**src/sv/dlvr_pkg.sv**
```systemverilog
package dlvr_pkg;

  localparam int DW = 48;
  localparam logic [DW-1:0] MAX48 = 48'hFFFF_FFFF_FFFF;

  // Action codes of the input beat.
  localparam logic [2:0] ACT_SENT   = 3'd0;
  localparam logic [2:0] ACT_ACKED  = 3'd1;
  localparam logic [2:0] ACT_LOST   = 3'd2;
  localparam logic [2:0] ACT_APPLIM = 3'd3;
  localparam logic [2:0] ACT_PRUNE  = 3'd4;

  // 8,000,000 bits per byte-second = 15625 << 9.
  localparam int RATE_MULT_W = 14;
  localparam logic [RATE_MULT_W-1:0] RATE_MULT = 14'd15625;
  localparam int RATE_SHIFT = 9;
  localparam int PW = DW + RATE_MULT_W;

  typedef logic [DW-1:0] u48_t;

  typedef struct packed {
    logic        valid;
    u48_t        pkt_num;
    u48_t        send_time;
    logic [15:0] size;
    u48_t        sent_total;
    u48_t        sent_at_prev_ack;
    u48_t        prev_ack_send_time;
    u48_t        prev_ack_time;
    u48_t        acked_at_prev_ack;
    logic        app_limited;
  } slot_t;

  localparam int SLOT_W = $bits(slot_t);

  typedef struct packed {
    logic start;
    u48_t bytes;
    u48_t dt;
  } div_req_t;

  typedef struct packed {
    logic done;
    u48_t rate;
  } div_rsp_t;

  typedef enum logic [1:0] {
    DV_IDLE,
    DV_MUL,
    DV_PREP,
    DV_RUN
  } div_state_t;

  typedef enum logic [3:0] {
    ST_CLEAR,
    ST_IDLE,
    ST_DISPATCH,
    ST_LOOK,
    ST_SND_WAIT,
    ST_ACK_START,
    ST_ACK_WAIT,
    ST_PRUNE,
    ST_DONE
  } seq_state_t;

endpackage

```
**src/sv/dlvr_div.sv**
```systemverilog
module dlvr_div (
  input  logic                clk,
  input  logic                rst_n,
  input  dlvr_pkg::div_req_t  req,
  output dlvr_pkg::div_rsp_t  rsp
);
  import dlvr_pkg::*;

  // Rate = floor(bytes * 8e6 / dt), saturated to 48 bits.
  div_state_t        st_r, st_nxt;
  u48_t              bytes_r, dt_r, rem_r, quo_r, rate_r;
  logic [PW-1:0]     prod_r;
  logic [5:0]        cnt_r;
  logic              done_r;

  logic [DW-1:0]     hi;
  logic              sat;
  logic [DW:0]       trial, diff;
  logic              ge;

  always_comb begin
    hi    = DW'(prod_r[PW-1:DW-RATE_SHIFT]);
    sat   = (hi >= dt_r);
    trial = {rem_r, quo_r[DW-1]};
    ge    = (trial >= {1'b0, dt_r});
    diff  = trial - {1'b0, dt_r};
  end

  always_comb begin
    st_nxt = st_r;
    unique case (st_r)
      DV_IDLE: if (req.start) st_nxt = DV_MUL;
      DV_MUL:  st_nxt = DV_PREP;
      DV_PREP: st_nxt = sat ? DV_IDLE : DV_RUN;
      DV_RUN:  if (cnt_r == 6'(DW - 1)) st_nxt = DV_IDLE;
      default: st_nxt = DV_IDLE;
    endcase
  end

  always_ff @(posedge clk) begin
    if (!rst_n) begin
      st_r   <= DV_IDLE;
      done_r <= 1'b0;
    end else begin
      st_r   <= st_nxt;
      done_r <= 1'b0;
      unique case (st_r)
        DV_IDLE: begin
          if (req.start) begin
            bytes_r <= req.bytes;
            dt_r    <= req.dt;
          end
        end
        DV_MUL: begin
          prod_r <= PW'(bytes_r) * PW'(RATE_MULT);
        end
        DV_PREP: begin
          if (sat) begin
            rate_r <= MAX48;
            done_r <= 1'b1;
          end else begin
            rem_r <= hi;
            quo_r <= {prod_r[DW-RATE_SHIFT-1:0], {RATE_SHIFT{1'b0}}};
            cnt_r <= '0;
          end
        end
        DV_RUN: begin
          rem_r <= ge ? diff[DW-1:0] : trial[DW-1:0];
          quo_r <= {quo_r[DW-2:0], ge};
          cnt_r <= cnt_r + 6'd1;
          if (cnt_r == 6'(DW - 1)) begin
            rate_r <= {quo_r[DW-2:0], ge};
            done_r <= 1'b1;
          end
        end
        default: ;
      endcase
    end
  end

  assign rsp.done = done_r;
  assign rsp.rate = rate_r;

endmodule

```
**config.mk**
```make
export PLATFORM = sky130hd
export DESIGN_NAME = dlvr_div
export DESIGN_NICKNAME = d
export VERILOG_FILES = /design/src/sv/dlvr_pkg.sv /design/src/sv/dlvr_div.sv
export SDC_FILE = /design/constraint.sdc
export NUM_CORES = 1
export LEC_CHECK = 0
export BUFFER_PORTS_ARGS = -buffer_cell sky130_fd_sc_hd__clkbuf_2
export CORE_MARGIN = 3
export CORE_UTILIZATION = 30
export DETAILED_ROUTE_END_ITERATION = 10
export GPL_ROUTABILITY_DRIVEN = 0
export GPL_TIMING_DRIVEN = 0
export PLACE_DENSITY = 0.51
export SYNTH_ARGS = -nofsm -noshare
export SYNTH_HDL_FRONTEND = slang
export SYNTH_SLANG_ARGS = --single-unit
```
**constraint.sdc**
```tcl
create_clock -name clk -period 12.2 [get_ports clk]
set_input_delay 2.44 -clock clk [delete_from_list [all_inputs] [get_ports clk]]
set_output_delay 2.44 -clock clk [all_outputs]
set_load 0.01 [all_outputs]
```
# Word-level counts from Yosys, hierarchy flattened
# Index checks and enable logic that the tools add are counted.
[classes]
n_addsub = 2
n_mul = 1
order_cmp = 2
eq_ne = 8
muxes = 17
n_reduce_logical = 7
[ops]
columns = ["operator", "count"]
rows = [
  ["$pmux 48 s2", 3],
  ["$mux 48", 5],
  ["$mul 48x14->62 const B", 1],
  ["$ge 49x48->1", 1],
  ["$ge 23x48->1", 1],
  ["$sub 48x48->48", 1],
  ["$pmux 6 s2", 1],
  ["$ne 2x2->1 const B", 4],
  ["$pmux 2 s4", 1],
  ["$add 6x1->6 const B", 1],
  ["$eq 6x6->1 const B", 1],
  ["$mux 2", 3],
  ["$mux 6", 1],
  ["$reduce_and 3->1", 2],
  ["$eq 2x2->1 const B", 2],
  ["$reduce_and 2->1", 2],
  ["$reduce_and 4->1", 1],
  ["$eq 2x1->1 const B", 1],
  ["$logic_not 2->1", 1],
  ["$mux 1", 2],
  ["$pmux 1 s2", 1],
  ["$reduce_bool 2->1", 1],
]
[word_totals]
ff_bits = 311
in_bits = 99
elab_cells = 46

# Logic depth before layout (Yosys ltp)
[logic_depth]
ltp_word = 3
ltp_mapped = 24
depth_no_buf = 23

# Worst setup path before layout
# Ideal clock, no wire load.
[synth_path]
path_type = "input-to-reg"
startpoint = "input port rst_n"
endpoint = "register cnt_r[0] (enable)"
setup_ns = 0.564
arrival_ns = 6.786
path_slack_ns = 4.850
path_stages = 2
path_buffers = 0
cell_sequence = "nand2_1 -> nor2_1"
[synth_via]
elab_chain_cells = 1
[synth_rtl]
columns = ["element", "line_no", "rtl"]
rows = [
  ["start: declaration", "dlvr_div.sv:3", "input logic rst_n,"],
  ["$reduce_and 3->1 (no line)", "n/a", ""],
  ["end signal: assignment", "dlvr_div.sv:70", "cnt_r <= cnt_r + 6'd1;"],
  ["end: declaration", "dlvr_div.sv:13", "logic [5:0] cnt_r;"],
]
# No other way between the ends.
# A chain may end at the register's enable or synchronous reset.

# Worst setup path in the final report
[layout_path]
startpoint = "register bytes_r[11]"
endpoint = "register prod_r[61], data pin"
[layout_via]
elab_chain_cells = 1
[layout_rtl]
columns = ["element", "line_no", "rtl"]
rows = [
  ["start: declaration", "dlvr_div.sv:11", "u48_t bytes_r, dt_r, rem_r, quo_r, rate_r;"],
  ["start signal: assignment", "dlvr_div.sv:50", "bytes_r <= req.bytes;"],
  ["$mul 48x14->62", "dlvr_div.sv:55", "prod_r <= PW'(bytes_r) * PW'(RATE_MULT);"],
  ["end signal: assignment", "dlvr_div.sv:55", ""],
  ["end: declaration", "dlvr_div.sv:12", "logic [PW-1:0] prod_r;"],
]
# No other way between the ends.

==> flow_results.org <==
** STA
- Final hold analysis gives a worst-case slack of 503.2 ps.
- Relative slew margins :: 12.73%
- In the finished design, the share of the clock period the worst path needs comes to 55.68%.
- Setup violations remaining at the end of the flow were counted as 0.
- Fmax :: 147.2 MHz
- The hold violation count in the final report is 0.
- Total negative slack for setup checks :: 0 ps
- Min cycle time layout :: 6793 ps
- Across the routed clock network, the largest skew measured is 14.71 ps.
- Setup repair after global routing left no endpoint under its margin.
- For the pin with the worst max-slew slack, the measured transition is 1309 ps.
- The number of max-slew violations in the final report was 0.

** Logic synthesis
- Synth area leaders :: edfxtp_1 36%, fa_1 17%, ha_1 13%
- Syn avg cell area :: 10.89 sq um
- Top cells by instance count after synthesis :: 372 x inv_1, 308 x edfxtp_1, 273 x ha_1
- Post-synth net total :: 2916
- Synthesized-area fraction occupied by xor and xnor cells :: 3.626%
- Sequential cells were found to cover 36.71% of the synthesized design area.
- EDFF count, synth :: 308
- Dominant combinational cell family by area after synthesis :: adder cells
- Post-synthesis cell area :: 25360 sq um
- The synthesized design spends more area on one cell type than any other, namely edfxtp_1.
- In the post-synthesis netlist, the cell with the most instances is inv_1.
- Synth Register Bits :: 311
- Of all flip-flops after synthesis, the portion carrying an async set or reset was 0%.
- Of the post-synthesis cell area, the part taken by muxes is 1.381%.
- Count of yosys warnings during synthesis :: 0
- Syn Inst Count :: 2328
- Summing the areas of all compound-gate instances in the mapped netlist gives 11.08% of the synthesized area.
- Fraction of the mapped netlist area in simple logic gates :: 9.962%
- Fraction of post-synthesis cell area in the top cell type by area :: 36.47%
- Synthesized-area fraction occupied by adder cells :: 30.52%
- Predominant post-synthesis flop cell :: edfxtp_1
- Number of unique standard cell types used by synthesis :: 87

** Power
- Power density relative to cell area :: 270.7 nW/um^2
- Across the VDD grid, the largest voltage drop is 0.1851 mV.
- Leak :: 0.01281 uW

** Floorplanning
- Cell Rows :: 105
- Initial Utilization :: 30.59%
- Die area :: 88050 sq um
- Core ar. :: 82900 sq um
- Measured along the x axis, the die boundary spans 296.7 um.
- Number of primary I/O pins :: 148
- Vert. Die Dim :: 296.7 um

** Setup path
- The worst register-to-register path ends at prod_r[61].
- The worst setup path is of the reg -> reg kind.
- Crit path DAT :: 7090 ps
- Along the worst path, the maximum fanout reaches 7.
- Slack of the worst reg-to-reg path :: 5410 ps
- The startpoint identified for the worst register-to-register timing path is bytes_r[11].
- For the worst setup path, the data required time is 12500 ps.
- Worst reg2reg path depth :: 22
- Startpoint of the most critical setup path :: bytes_r[11]
- In this run the worst setup path terminates at prod_r[61].
- The worst setup path is launched from a flop.
- The worst setup path is captured at a flop.

** Global route
- Remaining Overflow, GRT :: 0
- For this run, global-route usage on met1 was measured as 17.48%.
- Entering global routing, the biggest net connects 54 pins.
- In the global route stage, met3 resource usage came out at 1.921%.
- The first global-routing pass estimated 98.17 mm of wire.
- Global routing consumed, on the met2 layer, 23.91% of the routing resources.
- Total routing resource utilization after global routing :: 13.78%
- Vias in the first global route :: 18080
- Peak-usage layer in the global routing report :: met2
- Number of antenna violations at the first check in global routing :: 4

** Detailed routing
- Via-to-Cell Ratio :: 4.550
- Dividing the detail-routed wire length by the instance count gives 16.51 um.
- Number of nets with antenna violations after detailed routing :: 0
- The detailed router placed 16730 vias in this run.
- The first routing iteration left 946 violations.
- Number of optimization iterations in the first detailed-route pass :: 5
- Final routed wirelength across all metal layers :: 60.70 mm
- DRC violation count after routing :: 0

** Layout
- Final nets :: 3110
- From synthesis to final layout, the design area changed by 13.99%.
- Fraction of layout cells with a size suffix above 1 :: 10.38%

** Clocking
- The number of gates resized after CTS was 0.
- Number of clock buffers inserted by TritonCTS :: 39
- Clock-pin slew was measured on the worst setup and hold paths at 60 ps.
- The clock drives 311 sinks.
- In this run, post-CTS hold repair placed 0 buffers.
- Latest clock arrival within the worst-skew pair :: 560 ps
- Post-CTS setup repair buffer count :: 0
- TritonCTS built the clock tree.
- CTS root buf :: clkbuf_16
- H-Tree Level Count :: 2
- Longest Clk Path Bufs :: 3

** Outcome
- Result of the run :: complete, no violations

** Hold path
- The tightest min-delay check is of the reg -> reg type.
- Min-delay src :: prod_r[9]

** Flow run
- Across the run, the number of max-cap violations was 0.

** Place
- Input and output buffers added on the ports amount to 147.
- Total half-perimeter wirelength after legalization and detailed placement :: 49.56 mm
## where the power goes
part | switching [uW] | internal [uW]
logic | 2950 | 2060
clock network | 460 | 707
registers | 68.1 | 1580
total | 3480 | 4340
## worst min-delay path by stage
stage,slack (ps),end,depth (start not counted)
2_1_floorplan,490,quo_r[10],2
3_3_place_gp,500,quo_r[18],2
3_5_place_dp,500,quo_r[19],2
4_1_cts,510,quo_r[37],2
5_1_grt,530,quo_r[34],2
6_report,500,quo_r[18],2
## registers in the layout (all words and copies together) (netlist names)
register and flops:
quo_r 48, done_r 1, rate_r 48, dt_r 48, prod_r 62, st_r 2
cnt_r 6, rem_r 48, bytes_r 48
## kinds of logic (layout without fill, tap and decap cells)
logic type / count (synthesis) / count (layout)
buffers and inverters: 444 / 668
other: 0 / 2
and+or+nand+nor: 520 / 520
AOI/OAI and AO/OA: 424 / 424
adders and majority gates: 489 / 489
xor gates and xnor gates: 105 / 105
DFF: 311 / 311
muxes: 35 / 35
## layer usage
layer  vias up  wire [um]
met1      7997      27030
met4         4       2000
met2       257      29840
li1       8373          -
met5         -         14
met3       100       1816
## metrics by stage
stage / cell area, sq um / setup slack, ps / instances / util, % / power [uW]
after floorplan: 25360 / 4850 / 2328 / - / 5562
after global placement: 27500 / 1714 / 3598 / 33.17 / 6677
after detailed placement: 27630 / 5378 / 3604 / 33.33 / 6673
after CTS: 28900 / 5373 / 3675 / 34.87 / 7924
after global routing: 28910 / 5002 / 3677 / 34.87 / 8728
final: 28910 / 5407 / 3677 / 34.87 / 7825
## critical path, cell delays in order (launching register included)
cell	delay [ps]
edfxtp_1	480
inv_1	230
fa_1	580
inv_1	50
fa_1	500
fa_1	600
fa_1	430
ha_1	290
inv_1	50
fa_1	500
inv_1	50
ha_1	270
buf_2	180
nand2_1	120
o21ai_1	170
a22oi_1	110
a2bb2oi_1	210
a211oi_2	110
o41a_1	520
o31a_2	440
o31ai_1	370
a21oi_1	140
xnor2_1	140
## area by class of cell
cell class | instances | area (sq um)
diodes | 2 | 5.005
multi-input cells | 1573 | 14360
clock inverters | 15 | 220.2
flip-flops and latches | 311 | 9309
inverters | 372 | 1399
repair buffers | 153 | 850.8
clock buffers | 56 | 1050
plain buffers | 72 | 307.8
fillers | 8323 | 53990
well taps | 1123 | 1405
## placed cells by master (no fill, tap or decap), drive strengths merged, types with 5 or more instances in the layout
cell type / Yosys / layout
a21oi: 136 / 136
nor2: 76 / 76
ha: 273 / 273
and4: 7 / 7
a21o: 68 / 68
inv: 372 / 375
o211ai: 14 / 14
clkbuf: 57 / 260
o2111ai: 5 / 5
nor2b: 13 / 13
or3: 8 / 8
mux2i: 35 / 35
nand3: 34 / 34
nand2b: 61 / 61
a211oi: 13 / 13
a31o: 7 / 7
o21bai: 22 / 22
xnor2: 69 / 69
edfxtp: 308 / 308
and2: 6 / 6
bufinv: 0 / 5
a31oi: 9 / 9
o21ai: 87 / 87
a21boi: 7 / 7
o31ai: 8 / 8
nand4: 32 / 32
buf: 15 / 21
a211o: 5 / 5
o21a: 6 / 6
xor2: 36 / 36
fa: 216 / 216
nand2: 220 / 220
and3: 24 / 24
nor4: 6 / 6
nor3: 18 / 18
No activity file was read; power rests on OpenSTA's default activity.
