--- src/sv/dlvr_ram.sv ---
module dlvr_ram #(
  parameter int WIDTH = 8,
  parameter int DEPTH = 16
) (
  input  logic                     clk,
  input  logic                     we,
  input  logic [$clog2(DEPTH)-1:0] waddr,
  input  logic [WIDTH-1:0]         wdata,
  input  logic                     re,
  input  logic [$clog2(DEPTH)-1:0] raddr,
  output logic [WIDTH-1:0]         rdata
);

  logic [WIDTH-1:0] mem [DEPTH];
  logic [WIDTH-1:0] rdata_r;

  always_ff @(posedge clk) begin
    if (we) begin
      mem[waddr] <= wdata;
    end
    if (re) begin
      rdata_r <= mem[raddr];
    end
  end

  assign rdata = rdata_r;

endmodule

--- config.mk ---
export PLATFORM = sky130hd
export DESIGN_NAME = dlvr_ram
export DESIGN_NICKNAME = d
export VERILOG_FILES = /design/src/sv/dlvr_ram.sv
export SDC_FILE = /design/constraint.sdc
export NUM_CORES = 1
export LEC_CHECK = 0
export BUFFER_PORTS_ARGS = -buffer_cell sky130_fd_sc_hd__buf_2
export CAP_MARGIN = 5
export CORE_ASPECT_RATIO = 1.4
export CORE_MARGIN = 4
export CORE_UTILIZATION = 55
export CTS_BUF_LIST = sky130_fd_sc_hd__clkbuf_8
export DETAILED_ROUTE_END_ITERATION = 8
export MAX_ROUTING_LAYER = met4
export PLACE_DENSITY = 0.83
export RECOVER_POWER = 100
export SYNTH_ARGS = -nofsm -noshare
export SYNTH_HDL_FRONTEND = slang
export SYNTH_SLANG_ARGS = --single-unit
--- constraint.sdc ---
create_clock -name clk -period 2.4 [get_ports clk]
set_clock_uncertainty 0.15 [all_clocks]
set_input_delay 0.36 -clock clk [delete_from_list [all_inputs] [get_ports clk]]
set_output_delay 0.36 -clock clk [all_outputs]
set_load 0.05 [all_outputs]
== Word level (Yosys, flattened, before mapping) ==
Memories as Yosys holds them, arrays and structs flattened. A register that Yosys moved wholly into a read port is not among the register bits.
Cells that the tools add are included.

* ROM bits: 0
* Output and inout port bits: 8
* Memories kept: 1
* Word-level logic and storage cells: 3
* Bits in latches: 0
* Bits in writable memories: 128
* Input port bits: 19
* Bits in registers: 0

{| class="wikitable"
|+ Memories
! memory !! words !! bits a word !! read ports !! clocked after Yosys merged registers in !! write ports !! line !! text
|-
| mem || 16 || 8 || 1 || 1 || 1 || 14 || <nowiki>logic [WIDTH-1:0] mem [DEPTH];</nowiki>
|}

* Mux-type cells: 2
* Eq/ne operators: 0
* Bitwise gates (word level): 0
* Magnitude comparators: 0
* Shifts and indexed selects: 0
* Add/subtract/negate cells: 0
* Reduce and logical (&&, ||, !) cells: 0
* Divide/modulo/power cells: 0
* Multipliers: 0

{| class="wikitable"
|+ Operators with widths
! operator !! count
|-
| two-way mux 1 bit || 2
|}

== Logic depth before layout (Yosys ltp) ==
Gate-level depths: netlist of the first run.

* Word-level depth: 2
* Mapped depth: 5
* Gate-level depth less buffers: 3

== Worst setup path after synthesis of the first run ==
Ideal clock, no wire load.

* Kind: input port to flip-flop
* Start point: input port waddr[2]
* End point: memory mem[0][0] (enable)
* Data arrival time: 1.470 ns
* Setup slack: 0.397 ns
* Library setup time: 0.383 ns
* Required time: 1.867 ns
* Stages: 2
* Path buffers: 0
* Path through: or3b_2 nor3_1

{| class="wikitable"
|+ RTL lines
! what !! line !! text
|-
| start, declared || 7 || <nowiki>input logic [$clog2(DEPTH)-1:0] waddr,</nowiki>
|-
| end, declared || 14 ||
|}

No word-level cell before the write port.

== Final worst setup path of the first run ==
* Start point: register rdata_r[4] (netlist: rdata[4]) (read register of mem)
* End point: output port rdata[4]

{| class="wikitable"
|+ RTL lines
! what !! line !! text
|-
| start, declared || 15 || <nowiki>logic [WIDTH-1:0] rdata_r;</nowiki>
|-
| end, declared || 11 || <nowiki>output logic [WIDTH-1:0] rdata</nowiki>
|}

No word-level cell between the ends.

==> qor.txt, run 1 <==
MaxCap Viol Count - 0
worst min path class - in -> reg
Crit Path Max Fanout - 1
Final #Nets - 303
number of fill cells in the layout - 619
Max stage delay on crit path - 490 ps
Seq cells post-synth - 136
fin crit share - 75.14%
RSZ-0062 raised after global routing - no
clk slew on worst S/H paths - 80 ps
largest net degree at the start of global routing - 33
Setup CP Type - reg -> out
Die Y - 123.4 µm
Area Overhead vs Synth - 12.09%
worst hold stages - 1
drt total wl - 9.483 mm
Post-CTS Setup Repair Bufs - 0
Worst setup EP type - output port
Leakage Power - 1.873 nW
Synth Area in Simple Gates - 3.135%
via count - 2438
initial antenna violation count - 0
register area share after synthesis - 78.12%
syn avg cell area - 22.83 µm²
min Tclk post-route - 1803 ps
TritonCTS Buffers - 17
Final Power - 4.668 mW
diode count - 0
Post-CTS Resized - 0
Row Count - 41
H-tree depth - 4
buffers and inverters on the worst path - 1
I/O Buffers - 26
Synth Area in XOR/XNOR - 0%
HP Start - re
Adder-Cell Fraction of Synth Area - 0%
die area - 11150 µm²
# hold bufs at CTS - 0
most common cell after layout, fill and taps aside - edfxtp_1
die width - 90.40 µm
CP top delay family - buffers and inverters
CTS tree - yes
status - finished clean
number of routed nets with antenna violations - 0
RR Startpoint - mem[5][2]
Fin Hold WS - 254.4 ps
I/O pin count - 27
Max clock buf depth - 2
PwrDens - 796.6 nW/µm²
Initial Utilization - 57.25%
multiplexer share of the synthesized area - 14.79%
wire per inst - 23.47 µm
Final Wtd Congestion - 0.8310
crit path DAT - 1290 ps
r2r setup slk - 750 ps
Worst VDD drop - 671.8 µV
synth warn - 0
GRT overflow - 0
Worst slew margin - 54.70%
Post-Syn Nets - 248
highest clock rate - 0.5545 GHz
Reg2Reg Depth - 3
layout cells sized above 1 - 20.20%
initial drt markers - 248
first-pass GRT wire length - 14.97 mm
setup_tns - 0 ps
Post-DP HPWL - 6.387 mm
largest family of logic cells by synthesized area - multiplexers
endpoint with the worst hold slack - rdata[6]
Worst-Skew Late Latency - 430 ps
vias in the first global route - 2603
synthesized area - 5228 µm²
# DRC - 0
Synth Area in Compound Gates - 2.298%
DR vias/cell - 6.035
clock sink total - 136
slowest CP cell - clkbuf_1
Worst EP required - 1890 ps
GRT Overall Usage - 19.38%
Mapped Cells - 229
Fin. Hold Viols - 0
final setup fails - 0
Reg-to-Reg End - rdata[2]
Critical Path Source Type - flop
number of iterations in the first detailed-routing pass - 4
root buffer cell - clkbuf_8
critical-path cell list - clkbuf_1
count of final max-slew check failures - 0
worst-margin pin slew - 679.6 ps
number of unique standard cell types used by synthesis - 18
most frequent cells in the layout - edfxtp_1 (136), clkbuf_1 (37), mux4_2 (18)
core box area - 9131 µm²
[per-layer routing]
metal	vias to the layer above	track usage [%]	share of wire, %
met5	-	-	0
met4	0	7.280	1.1
met3	10	5.539	6.3
met2	95	32.16	55
met1	1240	22.90	38
li1	1093	-	-
[state kept, by name (all words and copies together), names as in the netlist]
| signal | count |
|---|---|
| mem | 128 |
| rdata | 8 |
[synth_stat cells]
master | n | area [µm²]
a22oi_1 | 16 | 120.1
and2_1 | 1 | 6.260
and2b_1 | 1 | 7.510
buf_2 | 3 | 15.01
buf_4 | 1 | 7.510
buf_6 | 3 | 33.78
clkdlybuf4s25_2 | 3 | 30.03
edfxtp_1 | 136 | 4084
mux4_1 | 14 | 367.9
mux4_2 | 18 | 405.4
nand2_1 | 9 | 33.78
nand2b_1 | 2 | 12.51
nand3_1 | 1 | 5.000
nand3b_1 | 2 | 15.01
nor2_1 | 13 | 48.80
nor2b_1 | 1 | 6.260
nor3_1 | 4 | 20.02
or3b_2 | 1 | 8.760
[worst max path at each step]
stage,start,depth (start not counted),end,slack (ps)
floorplan,waddr[2],2,mem[0][0],400
global route,rdata[4],1,rdata[4],530
global placement,raddr[0],5,rdata[2],290
CTS,mem[5][2],3,rdata[2],750
finish,rdata[4],1,rdata[4],600
detailed placement,raddr[0],5,rdata[3],310
[layout make-up]
class | count | area [µm²] | share of cell area [%]
clock inverter | 15 | 131.4 | 2.242
sequential | 136 | 4084 | 69.70
tap | 107 | 133.9 | 2.285
multi-input combinational | 83 | 1057 | 18.04
timing repair buffer | 46 | 219.0 | 3.737
clock buffer | 17 | 234.0 | 3.993
[report_power, final]
group / total, mW / switching, mW / internal (mW) / leakage (nW)
sequential: 2.69 / 0.0139 / 2.67 / 1.24
clock: 1.71 / 0.957 / 0.756 / 0.176
combinational: 0.269 / 0.174 / 0.0952 / 0.461
total: 4.67 / 1.14 / 3.52 / 1.87
[cells by family (layout without fill, tap and decap cells)]
logic type      after synthesis  in the layout
compound gates               16             16
buf+inv                      10             78
flops                       136            136
mux                          32             32
simple gates                 35             35
[metrics by stage]
stage                     utilization [%]  setup WS, ps  cell area, µm²  instances
after floorplan                         -         397.1            5228        229
after global placement              61.11         293.7            5580        372
after detailed placement            61.11         312.5            5580        372
after CTS                           65.11         751.6            5946        404
after global routing                64.17         533.6            5859        404
final                               64.17         596.6            5859        404
(Power assumes the default switching activity.)
==> run 2, diff against run 1 <==
Clock period 2.4 ns to 1.8 ns, I/O delays scaled along.
==> run 2 against run 1 <==
Net effect: via count rose by 2.9%; flip-flop and latch count did not move; worst setup slack got worse by 430 ps; global-route usage rose by 0.93 points; critical path type is now reg -> reg.
==> qor.txt, run 2 (synthesized netlist as in run 1, its figures left out) <==
status - finished clean (unchanged)
GRT overflow - 0 (unchanged)
Final Power - 6.408 mW (was 4.668 mW)
die width - 90.40 µm (unchanged)
core box area - 9131 µm² (unchanged)
I/O pin count - 27 (unchanged)
fin crit share - 91.01%
Fin. Hold Viols - 0 (unchanged)
worst min path class - in -> reg (unchanged)
clock sink total - 136 (unchanged)
Max clock buf depth - 2 (unchanged)
I/O Buffers - 26 (unchanged)
Worst slew margin - 54.96% (was 54.70%)
pre-CTS setup slack - -209.1 ps (was 312.5 ps)
CP top delay family - multiplexers (was buffers and inverters)
Largest register FFs - 128 (unchanged)
slowest CP cell - mux4_1 (was clkbuf_1)
worst-margin pin slew - 675.7 ps (was 679.6 ps)
Post-CTS Resized - 0 (unchanged)
CTS tree - yes (unchanged)
H-tree depth - 4 (unchanged)
vias in the first global route - 2676 (was 2603)
Crit Path Max Fanout - 1 (unchanged)
Post-DP HPWL - 6.517 mm (was 6.387 mm)
Setup CP Type - reg -> reg (was reg -> out)
Initial Utilization - 57.25% (unchanged)
instance area after placement - 5665 µm² (was 5580 µm²)
most common cell after layout, fill and taps aside - edfxtp_1 (unchanged)
count of final max-slew check failures - 0 (unchanged)
Worst EP required - 1830 ps (was 1890 ps)
wire per inst - 23.49 µm (was 23.47 µm)
Worst VDD drop - 794.0 µV (was 671.8 µV)
via count - 2508 (was 2438)
TritonCTS Buffers - 17 (unchanged)
finished layout cell area - 5961 µm² (was 5859 µm²)
Critical Path Source Type - flop (unchanged)
Post-CTS Setup Repair Bufs - 0 (unchanged)
RSZ-0062 raised after global routing - no (unchanged)
initial antenna violation count - 0 (unchanged)
drt total wl - 9.700 mm (was 9.483 mm)
root buffer cell - clkbuf_8 (unchanged)
clk slew on worst S/H paths - 70 ps (was 80 ps)
Leakage Power - 1.950 nW (was 1.873 nW)
# hold bufs at CTS - 0 (unchanged)
number of routed nets with antenna violations - 0 (unchanged)
first-pass GRT wire length - 15.60 mm (was 14.97 mm)
initial drt markers - 278 (was 248)
worst setup margin - 161.7 ps (was 596.6 ps)
crit path DAT - 1670 ps (was 1290 ps)
final setup fails - 0 (unchanged)
most frequent cells in the layout - edfxtp_1 (136), clkbuf_1 (33), mux4_2 (18) (was edfxtp_1 (136), clkbuf_1 (37), mux4_2 (18))
diode count - 0 (unchanged)
Final Wtd Congestion - 0.8145 (was 0.8310)
highest clock rate - 0.6104 GHz
Final #Nets - 312 (was 303)
MaxCap Viol Count - 0 (unchanged)
# DRC - 0 (unchanged)
layout cells sized above 1 - 22.55% (was 20.20%)
Row Count - 41 (unchanged)
largest net degree at the start of global routing - 23 (was 33)
Worst-Skew Late Latency - 430 ps (about the same)
Area Overhead vs Synth - 14.03% (was 12.09%)
min Tclk post-route - 1638 ps
number of iterations in the first detailed-routing pass - 4 (unchanged)
PwrDens - 1075 nW/µm² (was 796.6 nW/µm²)
Max stage delay on crit path - 520 ps (was 490 ps)
Worst setup EP type - flop (was output port)
critical-path cell list - mux4_1, a22oi_1, nand2_1 (was clkbuf_1)
Die Y - 123.4 µm (unchanged)
GRT Overall Usage - 20.31% (was 19.38%)
Largest Register - mem (unchanged)
final cell utilization of the core - 65.28% (was 64.17%)
DR vias/cell - 6.073 (was 6.035)
die area - 11150 µm² (unchanged)
buffers and inverters on the worst path - 0 (was 1)
-- run 2: cell count changes in the layout (fill, tap and decap cells not counted), moves of 2 or more --
cell	change
clkbuf_1	-4
clkbuf_2	+8
inv_8	-2
bufinv_16	+3
buf_4	+3
clkinv_1	+3
inv_6	-8
clkinv_2	+3
-- run 2: routing by layer --
metal  wire, µm  GRT usage, %
met1       3780         24.25
met2       5039         32.49
met3        691         6.817
met4        187         7.950
met5          0             -
-- run 2: final timing paths --
kind	cells past startpoint	slack [ps]	start	endpoint
min reg2reg	3	600	mem[6][0]	rdata[0]
max reg2reg	3	160	mem[0][2]	rdata[2]
min	1	160	re	rdata[1]
max	3	160	mem[0][2]	rdata[2]
-- run 2: cell type report --
| class | instances | area [µm²] |
|---|---|---|
| sequential | 136 | 4084 |
| clock buffer | 17 | 234.0 |
| multi-input combinational | 83 | 1057 |
| tap | 107 | 133.9 |
| timing repair buffer | 55 | 291.5 |
| clock inverter | 15 | 160.2 |
| fill | 608 | 3171 |
-- run 2: metrics by stage --
step	hold WS (ps)	setup TNS [ps]	instances
final	157.0	0	413
after global placement	490.4	-761.1	381
after detailed placement	497.0	-1030	381
after CTS	22.27	0	413
after floorplan	218.9	0	229
after global routing	135.4	0	413
-- run 2: worst reg2reg max path: cells and delay by family (launching register included) --
kind / cells / cell delay, ps
simple gates: 1 / 100
mux: 1 / 520
flops: 1 / 370
compound gates: 1 / 240
-- run 2: power by group --
| group | switching, mW | internal, mW |
|---|---|---|
| Clock | 1.10 | 1.34 |
| Sequential | 0.0198 | 3.57 |
| Combinational | 0.236 | 0.141 |
==> run 3, diff against run 2 <==
Settings changed: ABC_AREA set to 1.
==> run 3 against run 2 <==
Net effect: first-iteration DRC count up 20%; utilization is 3.2 points lower; synthesized area grew 12%; highest routed layer unchanged; flip-flop and latch count unchanged; sequential power about the same; cell count rose by 80%; fmax is 7.6% higher; combinational power grew 25%.
==> qor.txt, run 3 <==
most common cell after layout, fill and taps aside - nand2_1 (was edfxtp_1)
CP top delay family - flip-flops (was multiplexers)
Worst slew margin - 39.97% (was 54.96%)
number of iterations in the first detailed-routing pass - 5 (was 4)
wire per inst - 16.91 µm (was 23.49 µm)
most frequent cells in the layout - nand2_1 (173), edfxtp_1 (136), inv_1 (103) (was edfxtp_1 (136), clkbuf_1 (33), mux4_2 (18))
worst setup margin - 278.1 ps (was 161.7 ps)
Setup CP Type - reg -> out (was reg -> reg)
Initial Utilization - 56.19% (was 57.25%)
Leakage Power - 2.753 nW (was 1.950 nW)
Area Overhead vs Synth - 10.49% (was 14.03%)
Worst setup EP type - output port (was flop)
initial drt markers - 334 (was 278)
Die Y - 130.0 µm (was 123.4 µm)
placed insts - 714 (was 381)
core box area - 10410 µm² (was 9131 µm²)
die area - 12370 µm² (was 11150 µm²)
Largest register FFs - 128 (unchanged)
Seq cells post-synth - 136 (unchanged)
instance area after placement - 6181 µm² (was 5665 µm²)
Critical Path Start - rdata[0] (was mem[0][2])
RR Startpoint - mem[8][4] (was mem[0][2])
final cell utilization of the core - 62.09% (was 65.28%)
CTS tree - yes (unchanged)
WL met3 - 843 µm (was 691 µm)
Final #Nets - 614 (was 312)
DR vias/cell - 5.303 (was 6.073)
Critical Path Source Type - flop (unchanged)
Worst EP required - 1380 ps (was 1830 ps)
clock sink total - 136 (unchanged)
clk slew on worst S/H paths - 70 ps (about the same)
crit path DAT - 1100 ps (was 1670 ps)
fin crit share - 84.55% (was 91.01%)
Post-DP HPWL - 7.847 mm (was 6.517 mm)
Max clock buf depth - 2 (unchanged)
buffers and inverters on the worst path - 1 (was 0)
metal1 wirelength - 4.995 mm (was 3.780 mm)
pre-CTS setup slack - 143.0 ps (was -209.1 ps)
count of final max-slew check failures - 0 (unchanged)
register area share after synthesis - 69.85% (was 78.12%)
setup_tns - 0 ps (unchanged)
uppermost layer routed - met4 (unchanged)
layout cells sized above 1 - 8.072% (was 22.55%)
first-pass GRT wire length - 19.93 mm (was 15.60 mm)
Row Count - 44 (was 41)
highest clock rate - 0.6571 GHz (was 0.6104 GHz)
die width - 95.14 µm (was 90.40 µm)
HP Start - re (unchanged)
status - finished clean (unchanged)
post-synth top area share - 69.85% (was 78.12%)
largest net degree at the start of global routing - 49 (was 23)
number of routed nets with antenna violations - 0 (unchanged)
vias in the first global route - 3860 (was 2676)
Post-CTS Resized - 0 (unchanged)
Final Wtd Congestion - 0.8564 (was 0.8145)
EDFF count, synth - 136 (unchanged)
min Tclk post-route - 1522 ps (was 1638 ps)
most frequent cell after synthesis - nand2_1 (was edfxtp_1)
Fin. Hold Viols - 0 (unchanged)
via count - 3951 (was 2508)
diode count - 0 (unchanged)
ys flop type - edfxtp_1 (unchanged)
Layout Cells excl Fill - 745 (was 413)
final setup fails - 0 (unchanged)
I/O Buffers - 26 (unchanged)
critical-path cell list - clkbuf_2 (was mux4_1, a22oi_1, nand2_1)
drt total wl - 12.60 mm (was 9.700 mm)
GRT overflow - 0 (unchanged)
number of fill cells in the layout - 800 (was 608)
root buffer cell - clkbuf_8 (unchanged)
Crit Path Max Fanout - 1 (unchanged)
cell taking the most area after synthesis - edfxtp_1 (unchanged)
met2 WL post-DR - 6.281 mm (was 5.039 mm)
Worst-Skew Late Latency - 450 ps (was 430 ps)
Worst VDD drop - 564.8 µV (was 794.0 µV)
worst-margin pin slew - 900.4 ps (was 675.7 ps)
initial antenna violation count - 0 (unchanged)
worst min path class - in -> reg (unchanged)
Post-Syn Nets - 570 (was 248)
MaxCap Viol Count - 0 (unchanged)
TritonCTS Buffers - 17 (unchanged)
Largest Register - mem (unchanged)
H-tree depth - 4 (unchanged)
top post-synthesis cells by count - nand2_1 (173), edfxtp_1 (136), inv_1 (100) (was edfxtp_1 (136), mux4_2 (18), a22oi_1 (16))
synthesized area - 5847 µm² (was 5228 µm²)
# hold bufs at CTS - 0 (unchanged)
synth warn - 0 (unchanged)
Mapped Cells - 551 (was 229)
Post-CTS Setup Repair Bufs - 0 (unchanged)
Fin Hold WS - 161.8 ps (was 157.0 ps)
number of unique standard cell types used by synthesis - 11 (was 18)
leading post-synthesis cells by cell area - edfxtp_1 (70%), nand2_1 (11%), nand3_1 (8.3%) (was edfxtp_1 (78%), mux4_2 (7.8%), mux4_1 (7.0%))
I/O pin count - 27 (unchanged)
finished layout cell area - 6460 µm² (was 5961 µm²)
FFs w/ async S/R, synth - 0% (unchanged)
slowest CP cell - edfxtp_1 (was mux4_1)
GRT Overall Usage - 22.94% (was 20.31%)
Final Power - 6.317 mW (was 6.408 mW)
Max stage delay on crit path - 400 ps (was 520 ps)
PwrDens - 977.8 nW/µm² (was 1075 nW/µm²)
syn avg cell area - 10.61 µm² (was 22.83 µm²)
RSZ-0062 raised after global routing - no (unchanged)
# DRC - 0 (unchanged)
-- run 3: cell types whose count changed after synthesis, sizes merged --
cell,before,now
and2,1,0
or3b,1,0
nor2,13,17
nand2,9,173
buf,7,24
a22oi,16,0
mux4,32,0
nand3,1,97
inv,0,102
clkdlybuf4s25,3,0
and2b,1,0
nor2b,1,0
nand2b,2,0
nor3,4,0
-- run 3: logic make-up after synthesis --
logic type	after synthesis	synth area share, %
buffers and inverters	126	9.394
AND/OR/NAND/NOR	289	20.76
flip-flops	136	69.85
-- run 3: path summary, 6_finish.rpt --
check             end  slack (ps)  depth (start not counted)
min          rdata[7]         160                          1
max          rdata[0]         280                          1
min reg2reg  rdata[1]         620                          6
max reg2reg  rdata[4]         510                          6
-- run 3: cell type report --
class	count	area [µm²]	area share, %
timing repair buffer	49	254.0	3.932
inverter	102	382.9	5.927
tap	138	172.7	2.673
sequential	136	4084	63.22
clock inverter	14	118.9	1.840
clock buffer	17	234.0	3.622
multi-input combinational	289	1214	18.79
-- run 3: routing by layer --
layer  track usage (%)  vias up
met5                 -        -
met4             12.74        0
met3             4.152       43
met2             36.00      176
met1             28.06     1867
li1                  -     1865
-- run 3: where the power goes --
| group | switching, mW | total (mW) | internal (mW) |
|---|---|---|---|
| Combinational | 0.351 | 0.471 | 0.120 |
| Clock | 1.08 | 2.26 | 1.18 |
| Sequential | 0.0187 | 3.59 | 3.57 |
| Total | 1.45 | 6.32 | 4.87 |
